**src/sv/spi_mbt_pkg.sv**
```systemverilog
// ----------------------------------------------------------------------------
// spi master byte transfer package
// register indexes, microcode word layout and the sequencer program
// ----------------------------------------------------------------------------
`timescale 1ns / 1ps

package spi_mbt_pkg;

  localparam int unsigned WaitBitsDef = 16;
  localparam int unsigned PcW = 4;
  localparam int unsigned BitCntW = 4;
  localparam logic [BitCntW-1:0] BitsPerByte = BitCntW'(8);
  localparam logic [BitCntW-1:0] LastBit = BitCntW'(7);

  // configuration register indexes
  typedef enum logic [0:0] {
    REG_SPI_MODE   = 1'b0,
    REG_PHASE_WAIT = 1'b1
  } reg_idx_e;

  typedef enum logic [1:0] {
    OP_EMIT = 2'd0,
    OP_BR   = 2'd1,
    OP_END  = 2'd2
  } op_e;

  typedef enum logic [2:0] {
    C_ALWAYS   = 3'd0,
    C_OPEN     = 3'd1,
    C_CPHA     = 3'd2,
    C_MORE     = 3'd3,
    C_NOT_LAST = 3'd4
  } cond_e;

  typedef enum logic [1:0] {
    F_NO     = 2'd0,
    F_BITEND = 2'd1,
    F_ALWAYS = 2'd2
  } fin_e;

  typedef struct packed {
    op_e            op;
    cond_e          cond;
    logic [PcW-1:0] target;
    logic           cs;       // chip select level
    logic           clk_act;  // 1: active clock level, 0: idle level
    logic           mosi_bit; // 1: current tx bit, 0: held level
    logic           smp;      // miso sampled in this phase
    logic           adv;      // advance to the next bit afterwards
    fin_e           fin;
  } uword_t;

  function automatic uword_t mk(op_e op, cond_e cond, logic [PcW-1:0] target,
                                logic cs, logic clk_act, logic mosi_bit,
                                logic smp, logic adv, fin_e fin);
    uword_t w;
    w.op       = op;
    w.cond     = cond;
    w.target   = target;
    w.cs       = cs;
    w.clk_act  = clk_act;
    w.mosi_bit = mosi_bit;
    w.smp      = smp;
    w.adv      = adv;
    w.fin      = fin;
    return w;
  endfunction

  // sequencer program
  function automatic uword_t ucode(logic [PcW-1:0] pc);
    uword_t w;
    case (pc)
      // frame already open: skip idle and select phases
      4'd0:    w = mk(OP_BR,   C_OPEN,     4'd3,  1'b0, 1'b0, 1'b0, 1'b0, 1'b0, F_NO);
      4'd1:    w = mk(OP_EMIT, C_ALWAYS,   4'd0,  1'b1, 1'b0, 1'b0, 1'b0, 1'b0, F_NO);
      4'd2:    w = mk(OP_EMIT, C_ALWAYS,   4'd0,  1'b0, 1'b0, 1'b0, 1'b0, 1'b0, F_NO);
      4'd3:    w = mk(OP_BR,   C_CPHA,     4'd9,  1'b0, 1'b0, 1'b0, 1'b0, 1'b0, F_NO);
      // cpha 0 bit: data, active clock with sample, idle clock
      4'd4:    w = mk(OP_EMIT, C_ALWAYS,   4'd0,  1'b0, 1'b0, 1'b1, 1'b0, 1'b0, F_NO);
      4'd5:    w = mk(OP_EMIT, C_ALWAYS,   4'd0,  1'b0, 1'b1, 1'b1, 1'b1, 1'b0, F_NO);
      4'd6:    w = mk(OP_EMIT, C_ALWAYS,   4'd0,  1'b0, 1'b0, 1'b1, 1'b0, 1'b1, F_BITEND);
      4'd7:    w = mk(OP_BR,   C_MORE,     4'd4,  1'b0, 1'b0, 1'b0, 1'b0, 1'b0, F_NO);
      4'd8:    w = mk(OP_BR,   C_ALWAYS,   4'd13, 1'b0, 1'b0, 1'b0, 1'b0, 1'b0, F_NO);
      // cpha 1 bit: active clock with old data, new data, idle clock with sample
      4'd9:    w = mk(OP_EMIT, C_ALWAYS,   4'd0,  1'b0, 1'b1, 1'b0, 1'b0, 1'b0, F_NO);
      4'd10:   w = mk(OP_EMIT, C_ALWAYS,   4'd0,  1'b0, 1'b1, 1'b1, 1'b0, 1'b0, F_NO);
      4'd11:   w = mk(OP_EMIT, C_ALWAYS,   4'd0,  1'b0, 1'b0, 1'b1, 1'b1, 1'b1, F_BITEND);
      4'd12:   w = mk(OP_BR,   C_MORE,     4'd9,  1'b0, 1'b0, 1'b0, 1'b0, 1'b0, F_NO);
      4'd13:   w = mk(OP_BR,   C_NOT_LAST, 4'd15, 1'b0, 1'b0, 1'b0, 1'b0, 1'b0, F_NO);
      4'd14:   w = mk(OP_EMIT, C_ALWAYS,   4'd0,  1'b1, 1'b0, 1'b0, 1'b0, 1'b0, F_ALWAYS);
      default: w = mk(OP_END,  C_ALWAYS,   4'd0,  1'b1, 1'b0, 1'b0, 1'b0, 1'b0, F_NO);
    endcase
    return w;
  endfunction

endpackage

```
**src/sv/spi_master_byte_transfer.sv**
```systemverilog
// ----------------------------------------------------------------------------
// spi master byte transfer
// spi master, modes 0 to 3, msb first, one byte per item, driven by microcode
// ----------------------------------------------------------------------------
// Each accepted item produces 24 to 27 wire-phase results: idle and select
// phases when no frame is open, three phases per bit, and a deselect phase
// when the item ends the frame. Each phase is issued by an emit word and
// stays on the result port until it is taken, held while out_stall_i is set,
// then the block counts down phase_wait (low WAIT_BITS bits) before the next
// step. Between the emit words the microcode sequencer also steps through
// the branch words and the end word; a new item is taken only once the
// previous one has run its whole program.
`timescale 1ns / 1ps

module spi_master_byte_transfer #(
  parameter int unsigned WAIT_BITS = spi_mbt_pkg::WaitBitsDef
) (
  input  logic                      clk_i,
  input  logic                      rst_ni,
  // configuration
  input  logic                      cfg_we_i,
  input  spi_mbt_pkg::reg_idx_e     cfg_idx_i,
  input  logic [15:0]               cfg_data_i,
  // input items
  input  logic                      in_valid_i,
  output logic                      in_stall_o,
  input  logic [7:0]                tx_byte_i,
  input  logic [7:0]                miso_bits_i,
  input  logic                      last_of_frame_i,
  // result items
  output logic                      out_valid_o,
  input  logic                      out_stall_i,
  output logic                      cs_n_o,
  output logic                      sclk_o,
  output logic                      mosi_level_o,
  output logic                      sampled_o,
  output logic [7:0]                rx_byte_o,
  output logic                      last_o
);

  import spi_mbt_pkg::*;

  logic [1:0]           spi_mode_q;
  logic [15:0]          phase_wait_q;
  logic                 busy_q;
  logic [PcW-1:0]       pc_q;
  logic [BitCntW-1:0]   bit_q;
  logic [WAIT_BITS-1:0] wait_q;
  logic                 frame_open_q;
  logic                 mosi_held_q;
  logic [7:0]           tx_q;
  logic [7:0]           miso_q;
  logic [7:0]           rx_q;
  logic                 last_q;
  logic                 out_valid_q;
  logic                 cs_n_q, sclk_q, mosi_q, smp_q, fin_q;
  logic [7:0]           rx_out_q;

  uword_t     uw;
  logic       cond_ok;
  logic       step;
  logic       in_acc;
  logic       out_acc;
  logic       cpol;
  logic       bit_val;
  logic [7:0] rx_next;
  logic       fin_now;

  assign uw      = ucode(pc_q);
  assign cpol    = spi_mode_q[1];
  assign in_acc  = in_valid_i && !busy_q;
  assign out_acc = out_valid_q && !out_stall_i;
  assign step    = busy_q && !out_valid_q && (wait_q == '0);
  assign bit_val = tx_q[7];
  assign rx_next = uw.smp ? {rx_q[6:0], miso_q[7]} : rx_q;

  always_comb begin
    case (uw.cond)
      C_ALWAYS:   cond_ok = 1'b1;
      C_OPEN:     cond_ok = frame_open_q;
      C_CPHA:     cond_ok = spi_mode_q[0];
      C_MORE:     cond_ok = (bit_q != BitsPerByte);
      C_NOT_LAST: cond_ok = !last_q;
      default:    cond_ok = 1'b0;
    endcase
  end

  always_comb begin
    case (uw.fin)
      F_BITEND: fin_now = (bit_q == LastBit) && !last_q;
      F_ALWAYS: fin_now = 1'b1;
      default:  fin_now = 1'b0;
    endcase
  end

  always_ff @(posedge clk_i or negedge rst_ni) begin
    if (!rst_ni) begin
      spi_mode_q   <= '0;
      phase_wait_q <= '0;
      busy_q       <= 1'b0;
      pc_q         <= '0;
      bit_q        <= '0;
      wait_q       <= '0;
      frame_open_q <= 1'b0;
      mosi_held_q  <= 1'b0;
      out_valid_q  <= 1'b0;
    end else begin
      if (cfg_we_i) begin
        case (cfg_idx_i)
          REG_SPI_MODE:   spi_mode_q   <= cfg_data_i[1:0];
          REG_PHASE_WAIT: phase_wait_q <= cfg_data_i;
          default:        ;
        endcase
      end

      if (out_acc) begin
        out_valid_q <= 1'b0;
        wait_q      <= WAIT_BITS'(phase_wait_q);
      end else if (wait_q != '0) begin
        wait_q <= wait_q - 1'b1;
      end

      if (in_acc) begin
        busy_q <= 1'b1;
        pc_q   <= '0;
        bit_q  <= '0;
      end else if (step) begin
        case (uw.op)
          OP_BR: begin
            pc_q <= cond_ok ? uw.target : pc_q + 1'b1;
          end
          OP_EMIT: begin
            pc_q         <= pc_q + 1'b1;
            out_valid_q  <= 1'b1;
            frame_open_q <= !uw.cs;
            if (uw.mosi_bit) mosi_held_q <= bit_val;
            if (uw.adv) bit_q <= bit_q + 1'b1;
          end
          default: begin
            busy_q <= 1'b0;
          end
        endcase
      end
    end
  end

  // datapath and output payload
  always_ff @(posedge clk_i) begin
    if (in_acc) begin
      tx_q   <= tx_byte_i;
      miso_q <= miso_bits_i;
      last_q <= last_of_frame_i;
      rx_q   <= '0;
    end else if (step && uw.op == OP_EMIT) begin
      cs_n_q   <= uw.cs;
      sclk_q   <= uw.clk_act ? !cpol : cpol;
      mosi_q   <= uw.mosi_bit ? bit_val : mosi_held_q;
      smp_q    <= uw.smp;
      fin_q    <= fin_now;
      rx_out_q <= fin_now ? rx_next : 8'h00;
      rx_q     <= rx_next;
      if (uw.smp) miso_q <= {miso_q[6:0], 1'b0};
      if (uw.adv) tx_q <= {tx_q[6:0], 1'b0};
    end
  end

  assign in_stall_o   = busy_q;
  assign out_valid_o  = out_valid_q;
  assign cs_n_o       = cs_n_q;
  assign sclk_o       = sclk_q;
  assign mosi_level_o = mosi_q;
  assign sampled_o    = smp_q;
  assign rx_byte_o    = rx_out_q;
  assign last_o       = fin_q;

endmodule

```
**config.mk**
```make
export PLATFORM = sky130hd
export DESIGN_NAME = spi_master_byte_transfer
export DESIGN_NICKNAME = d
export VERILOG_FILES = /design/src/sv/spi_mbt_pkg.sv /design/src/sv/spi_master_byte_transfer.sv
export SDC_FILE = /design/constraint.sdc
export NUM_CORES = 1
export LEC_CHECK = 0
export BUFFER_PORTS_ARGS = -buffer_cell sky130_fd_sc_hd__buf_2
export CAP_MARGIN = 20
export CORE_MARGIN = 3
export CORE_UTILIZATION = 38
export CTS_BUF_LIST = sky130_fd_sc_hd__clkbuf_4
export DETAILED_ROUTE_END_ITERATION = 10
export HOLD_SLACK_MARGIN = 0.06
export SLEW_MARGIN = 20
export SYNTH_ARGS = -nofsm -noshare
export SYNTH_HDL_FRONTEND = slang
export SYNTH_SLANG_ARGS = --single-unit
```
**constraint.sdc**
```tcl
create_clock -name clk_i -period 2.8 [get_ports clk_i]
set_input_delay 0.84 -clock clk_i [delete_from_list [all_inputs] [get_ports clk_i]]
set_output_delay 0.84 -clock clk_i [all_outputs]
set_load 0.01 [all_outputs]
```
==> results.txt <==
* Outcome: completed
- Entering global routing, the biggest net connects 47 pins.
- The core region is 10500 um2.
- Summing the areas of all compound-gate instances in the mapped netlist gives 9.18% of the synthesized area.
* Start-to-end type of the worst setup path: register to register
- Netlist area before placement: 4140 um2
- Of the total power, the clock network draws 25.0%.
- Across the routed clock network, the largest skew measured is around 32 ps.
* Number of nets with antenna violations after routing: 0
- Antenna violations before repair: 0
* Cell area after layout: 4830 um2
- After detailed placement, the total cell area comes to around 4700 um2.
- The synthesized design spends more area on one cell type than any other, namely sky130_fd_sc_hd__dfrtp_1.
* Die width: 110 um
* Worst slack at placement: -58.8 ps
- Overall routing resource usage: 14.4%
- Maximum fanout along the worst path: 6
- Cells fill between 40% and 50% of the core in the end.
- The most critical setup path has its endpoint at bit_q[3].
* Max Cap Viol: 0
- Multiplexer cells account for approximately 9.8% of the synthesized area.
- After detailed routing, the number of vias per cell comes to 5.02.
* Synthesized instance count: a little over 400
- CTS buffer count: 9
- Worst path setup slack after routing: 154 ps
- Number of synthesized flops with an enable pin: 30
* Worst vdd rail ir drop: 0.397 mV
- Wire length of the first global-routing pass: 14.7 mm
- Filler Cell Count: 1040
* Area occupied by multi-input gates: 1840 um2
- Across all register-to-register paths, the minimum setup slack is ~150 ps.
- Slew Limit Headroom: about 56%
- Final Hold Viols: 0
* Final HPWL from detailed placement: 6.15 mm
* Launch instance of the worst register-to-register path: wait_q[12]
- 0 antenna diodes ended up in the layout.
* Clock tree from TritonCTS: yes
- Total via count in the routed design: about 3000
- Sequential fraction of design power: 50.0%
* Last weighted congestion value of the routability-driven placer: 0.844
- Counting flops with an async set or reset pin after synthesis yields a share of a little over half.
* Vias in the first global route: roughly 3100
* Number of remaining DRC errors: 0
- The first detailed-routing pass took 4 iterations.
- After synthesis, the largest area contributor takes up 27.8% of total cell area.
- By area, the combinational part of the netlist is dominated by simple AND/OR/NAND/NOR gates.
* Largest cells by area after synthesis: sky130_fd_sc_hd__dfrtp_1 28%, sky130_fd_sc_hd__edfxtp_1 22%, sky130_fd_sc_hd__nand2_1 9.6%, sky130_fd_sc_hd__mux2_2 5.2%, sky130_fd_sc_hd__mux2i_1 4.3%
* I/O pin count: 54
- Clock sink total: between 80 and 90
* Detailed-route wire length: 8.54 mm
- The worst path in the final design needs a cycle of 2650 ps, including I/O delays and setup.
- For this run, the post-layout net count is 524.
* Internal: ~2200 uW
- First DRT Iteration DRCs: 146
* Proportion of synthesized chip area in sequential cells: 53.4%
- Remaining Overflow, GRT: 0
- Synthesis instantiated 53 different standard cells from the library.
- Clock Tree Root: sky130_fd_sc_hd__clkbuf_4
- Post-synthesis xor/xnor area fraction: 2.11%
- Worst EP arrival: 2980 ps
- The path class of the tightest hold or removal check is input port to async pin.
* Final Slew Violations: 0
- Measured along the y axis, the die boundary spans 110 um.
- Combinational group share of total power: 25.0%
- Final-layout worst hold slack: 475 ps
- In this run the critical register-to-register path is captured at bit_q[3].
- For this design the static power due to leakage is 0.00200 uW.
- Average routed wire per standard cell: 13.9 um
* P per Cell Area: 659 nW/um2
* Core Rows: 37
- Number of synthesized register bits: 84
- Counting along the longest clock path gives a buffer depth of 2.
- Worst Setup End Kind: register
- Port buffering added 53 buffers.
- Dividing the final minimum period by the clock period gives 94.5%.
* Register clock-pin slew on the reported worst setup and hold paths: 150 ps
* Die area: 12200 um2
- The number of nets in the synthesized netlist is between 400 and 500.
* Fmax: 378 MHz
- Area taken by flip-flops and latches: 2210 um2
* Worst reg2reg path depth: 5
- P_sw: 992 uW
* Share of layout cells above drive strength 1: 24.3%
- Simple logic cell fraction of the synthesized area: 19.3%
- Fraction of the mapped netlist area in adder cells: 3.62%
- In the synthesized netlist the dominant register cell turns out to be sky130_fd_sc_hd__dfrtp_1.
* Average cell area after synthesis: a little over 10 um2
- Area growth, synth to finish: 16.7%
- CTS H-tree depth: 3
- Initial core utilization: 39.6%
- STA classifies the critical path startpoint as a register.
* CP Launch Point: wait_q[12]
* Final setup violating endpoints: 0
- Count of synthesis-stage warnings from yosys: 0
* Switching share of power: 31.1%
- Setup repair after global routing left no endpoint under its margin.
- Later-pin clock latency in the skew report: 430 ps
- Pin slew with the least headroom to its limit: 651 ps
* Required arrival time at the worst endpoint: about 3100 ps
* Cts-stage hold buffer count: 0
worst min-delay path by stage:
stage / startpoint / end / cells after the start
after floorplan: rx_q[7] / rx_q[7] / 2
after global placement: rx_q[7] / rx_q[7] / 2
after detailed placement: rx_q[7] / rx_q[7] / 2
after CTS: rst_ni / bit_q[2] / 2
after global routing: rst_ni / bit_q[2] / 2
final: rst_ni / phase_wait_q[9] / 2
area by class of cell:
cell class	count	area share, %
repair buffers	71	8.28
well taps	136	3.52
clock inverters	7	2.02
multi-input cells	294	38.0
inverters	13	1.01
clock buffers	9	1.40
flip-flops and latches	84	45.8
layout by cell type, fill, tap and decap left out, types with 6 or more instances in the layout:
| cell type | netlist | layout |
|---|---|---|
| sky130_fd_sc_hd__buf_2 | 1 | 53 |
| sky130_fd_sc_hd__nand2b_1 | 6 | 6 |
| sky130_fd_sc_hd__clkbuf_4 | 0 | 9 |
| sky130_fd_sc_hd__mux2i_1 | 18 | 18 |
| sky130_fd_sc_hd__xnor2_1 | 7 | 7 |
| sky130_fd_sc_hd__nor2_1 | 16 | 16 |
| sky130_fd_sc_hd__buf_4 | 0 | 18 |
| sky130_fd_sc_hd__mux2_2 | 19 | 19 |
| sky130_fd_sc_hd__edfxtp_1 | 30 | 30 |
| sky130_fd_sc_hd__nand2_1 | 106 | 105 |
| sky130_fd_sc_hd__inv_1 | 11 | 11 |
| sky130_fd_sc_hd__nand3_1 | 8 | 8 |
| sky130_fd_sc_hd__dfxtp_1 | 8 | 8 |
| sky130_fd_sc_hd__ha_1 | 12 | 12 |
| sky130_fd_sc_hd__nor3_1 | 7 | 7 |
| sky130_fd_sc_hd__o21ai_0 | 22 | 21 |
| sky130_fd_sc_hd__a21oi_1 | 16 | 16 |
| sky130_fd_sc_hd__dfrtp_1 | 46 | 46 |
layer usage:
| layer | GRT usage, % | routed length, um | vias up | part of all wire [%] |
|---|---|---|---|---|
| li1 | - | - | 1557 | - |
| met1 | 20.1 | 4250 | 1457 | 50 |
| met2 | 22.3 | 3870 | 61 | 45 |
| met3 | 3.40 | 298 | 8 | 3.5 |
| met4 | 4.43 | 121 | 0 | 1.4 |
| met5 | 0 | 0 | - | 0 |
synthesized netlist by cell type, drive strengths merged, types with 2 or more instances:
| cell | number |
|---|---|
| edfxtp | 30 |
| o32a | 2 |
| nand3b | 2 |
| dfrtp | 46 |
| buf | 4 |
| nor3b | 2 |
| nor2b | 5 |
| xor2 | 3 |
| ha | 12 |
| or2 | 2 |
| dfxtp | 8 |
| nand2 | 106 |
| xnor2 | 7 |
| nor3 | 7 |
| inv | 12 |
| or4 | 4 |
| nor2 | 16 |
| o211ai | 2 |
| or3 | 2 |
| nor4 | 2 |
| nand3 | 8 |
| mux2 | 20 |
| o32ai | 2 |
| a21oi | 16 |
| mux2i | 18 |
| and2 | 3 |
| nand4b | 2 |
| nand2b | 6 |
| clkbuf | 12 |
| o21ai | 23 |
| a31oi | 5 |
| o31ai | 4 |
worst max-delay path: stages, from the launching register on:
cell and delay (ps):
sky130_fd_sc_hd__dfrtp_1 430, sky130_fd_sc_hd__or4_4 560, sky130_fd_sc_hd__or3_4 370, sky130_fd_sc_hd__or4_4 570, sky130_fd_sc_hd__or4_1 480, sky130_fd_sc_hd__a21oi_1 160
power groups by stage:
stage               Sequential (uW)  Clock (uW)  Combinational [uW]
floorplan                      1590           0                 560
global placement               1610           0                 778
detailed placement             1610           0                 792
CTS                            1590         828                 796
global route                   1620         882                 897
finish                         1590         797                 797
flip-flops by register name (all words and copies together) (netlist names):
name          flops
phase_wait_q     16
cs_n_o            1
bit_q             4
rx_byte_o         8
rx_q              8
mosi_held_q       1
pc_q              4
frame_open_q      1
sampled_o         1
out_valid_o       1
tx_q              8
mosi_level_o      1
sclk_o            1
last_q            1
in_stall_o        1
last_o            1
spi_mode_q        2
miso_q            8
wait_q           16
what timing repair did:
| item | CTS | global route |
|---|---|---|
| setup buffers | 0 | 0 |
| gates cloned | 0 | 0 |
| setup endpoints to repair | 8 | 25 |
| gates resized for setup | 1 | 3 |
cells by family after synthesis:
| group | Yosys count |
|---|---|
| AOI/OAI and AO/OA | 62 |
| xor gates and xnor gates | 10 |
| adders and majority gates | 12 |
| buffers and inverters | 29 |
| DFF | 84 |
| muxes | 38 |
| and+or+nand+nor | 172 |
stage by stage:
step                std cells  TNS (ps)  total power, uW
detailed placement        598      -468             2410
global route              614         0             3400
finish                    614         0             3190
floorplan                 407         0             2150
CTS                       614         0             3210
global placement          598         0             2390
(Power assumes the default switching activity.)
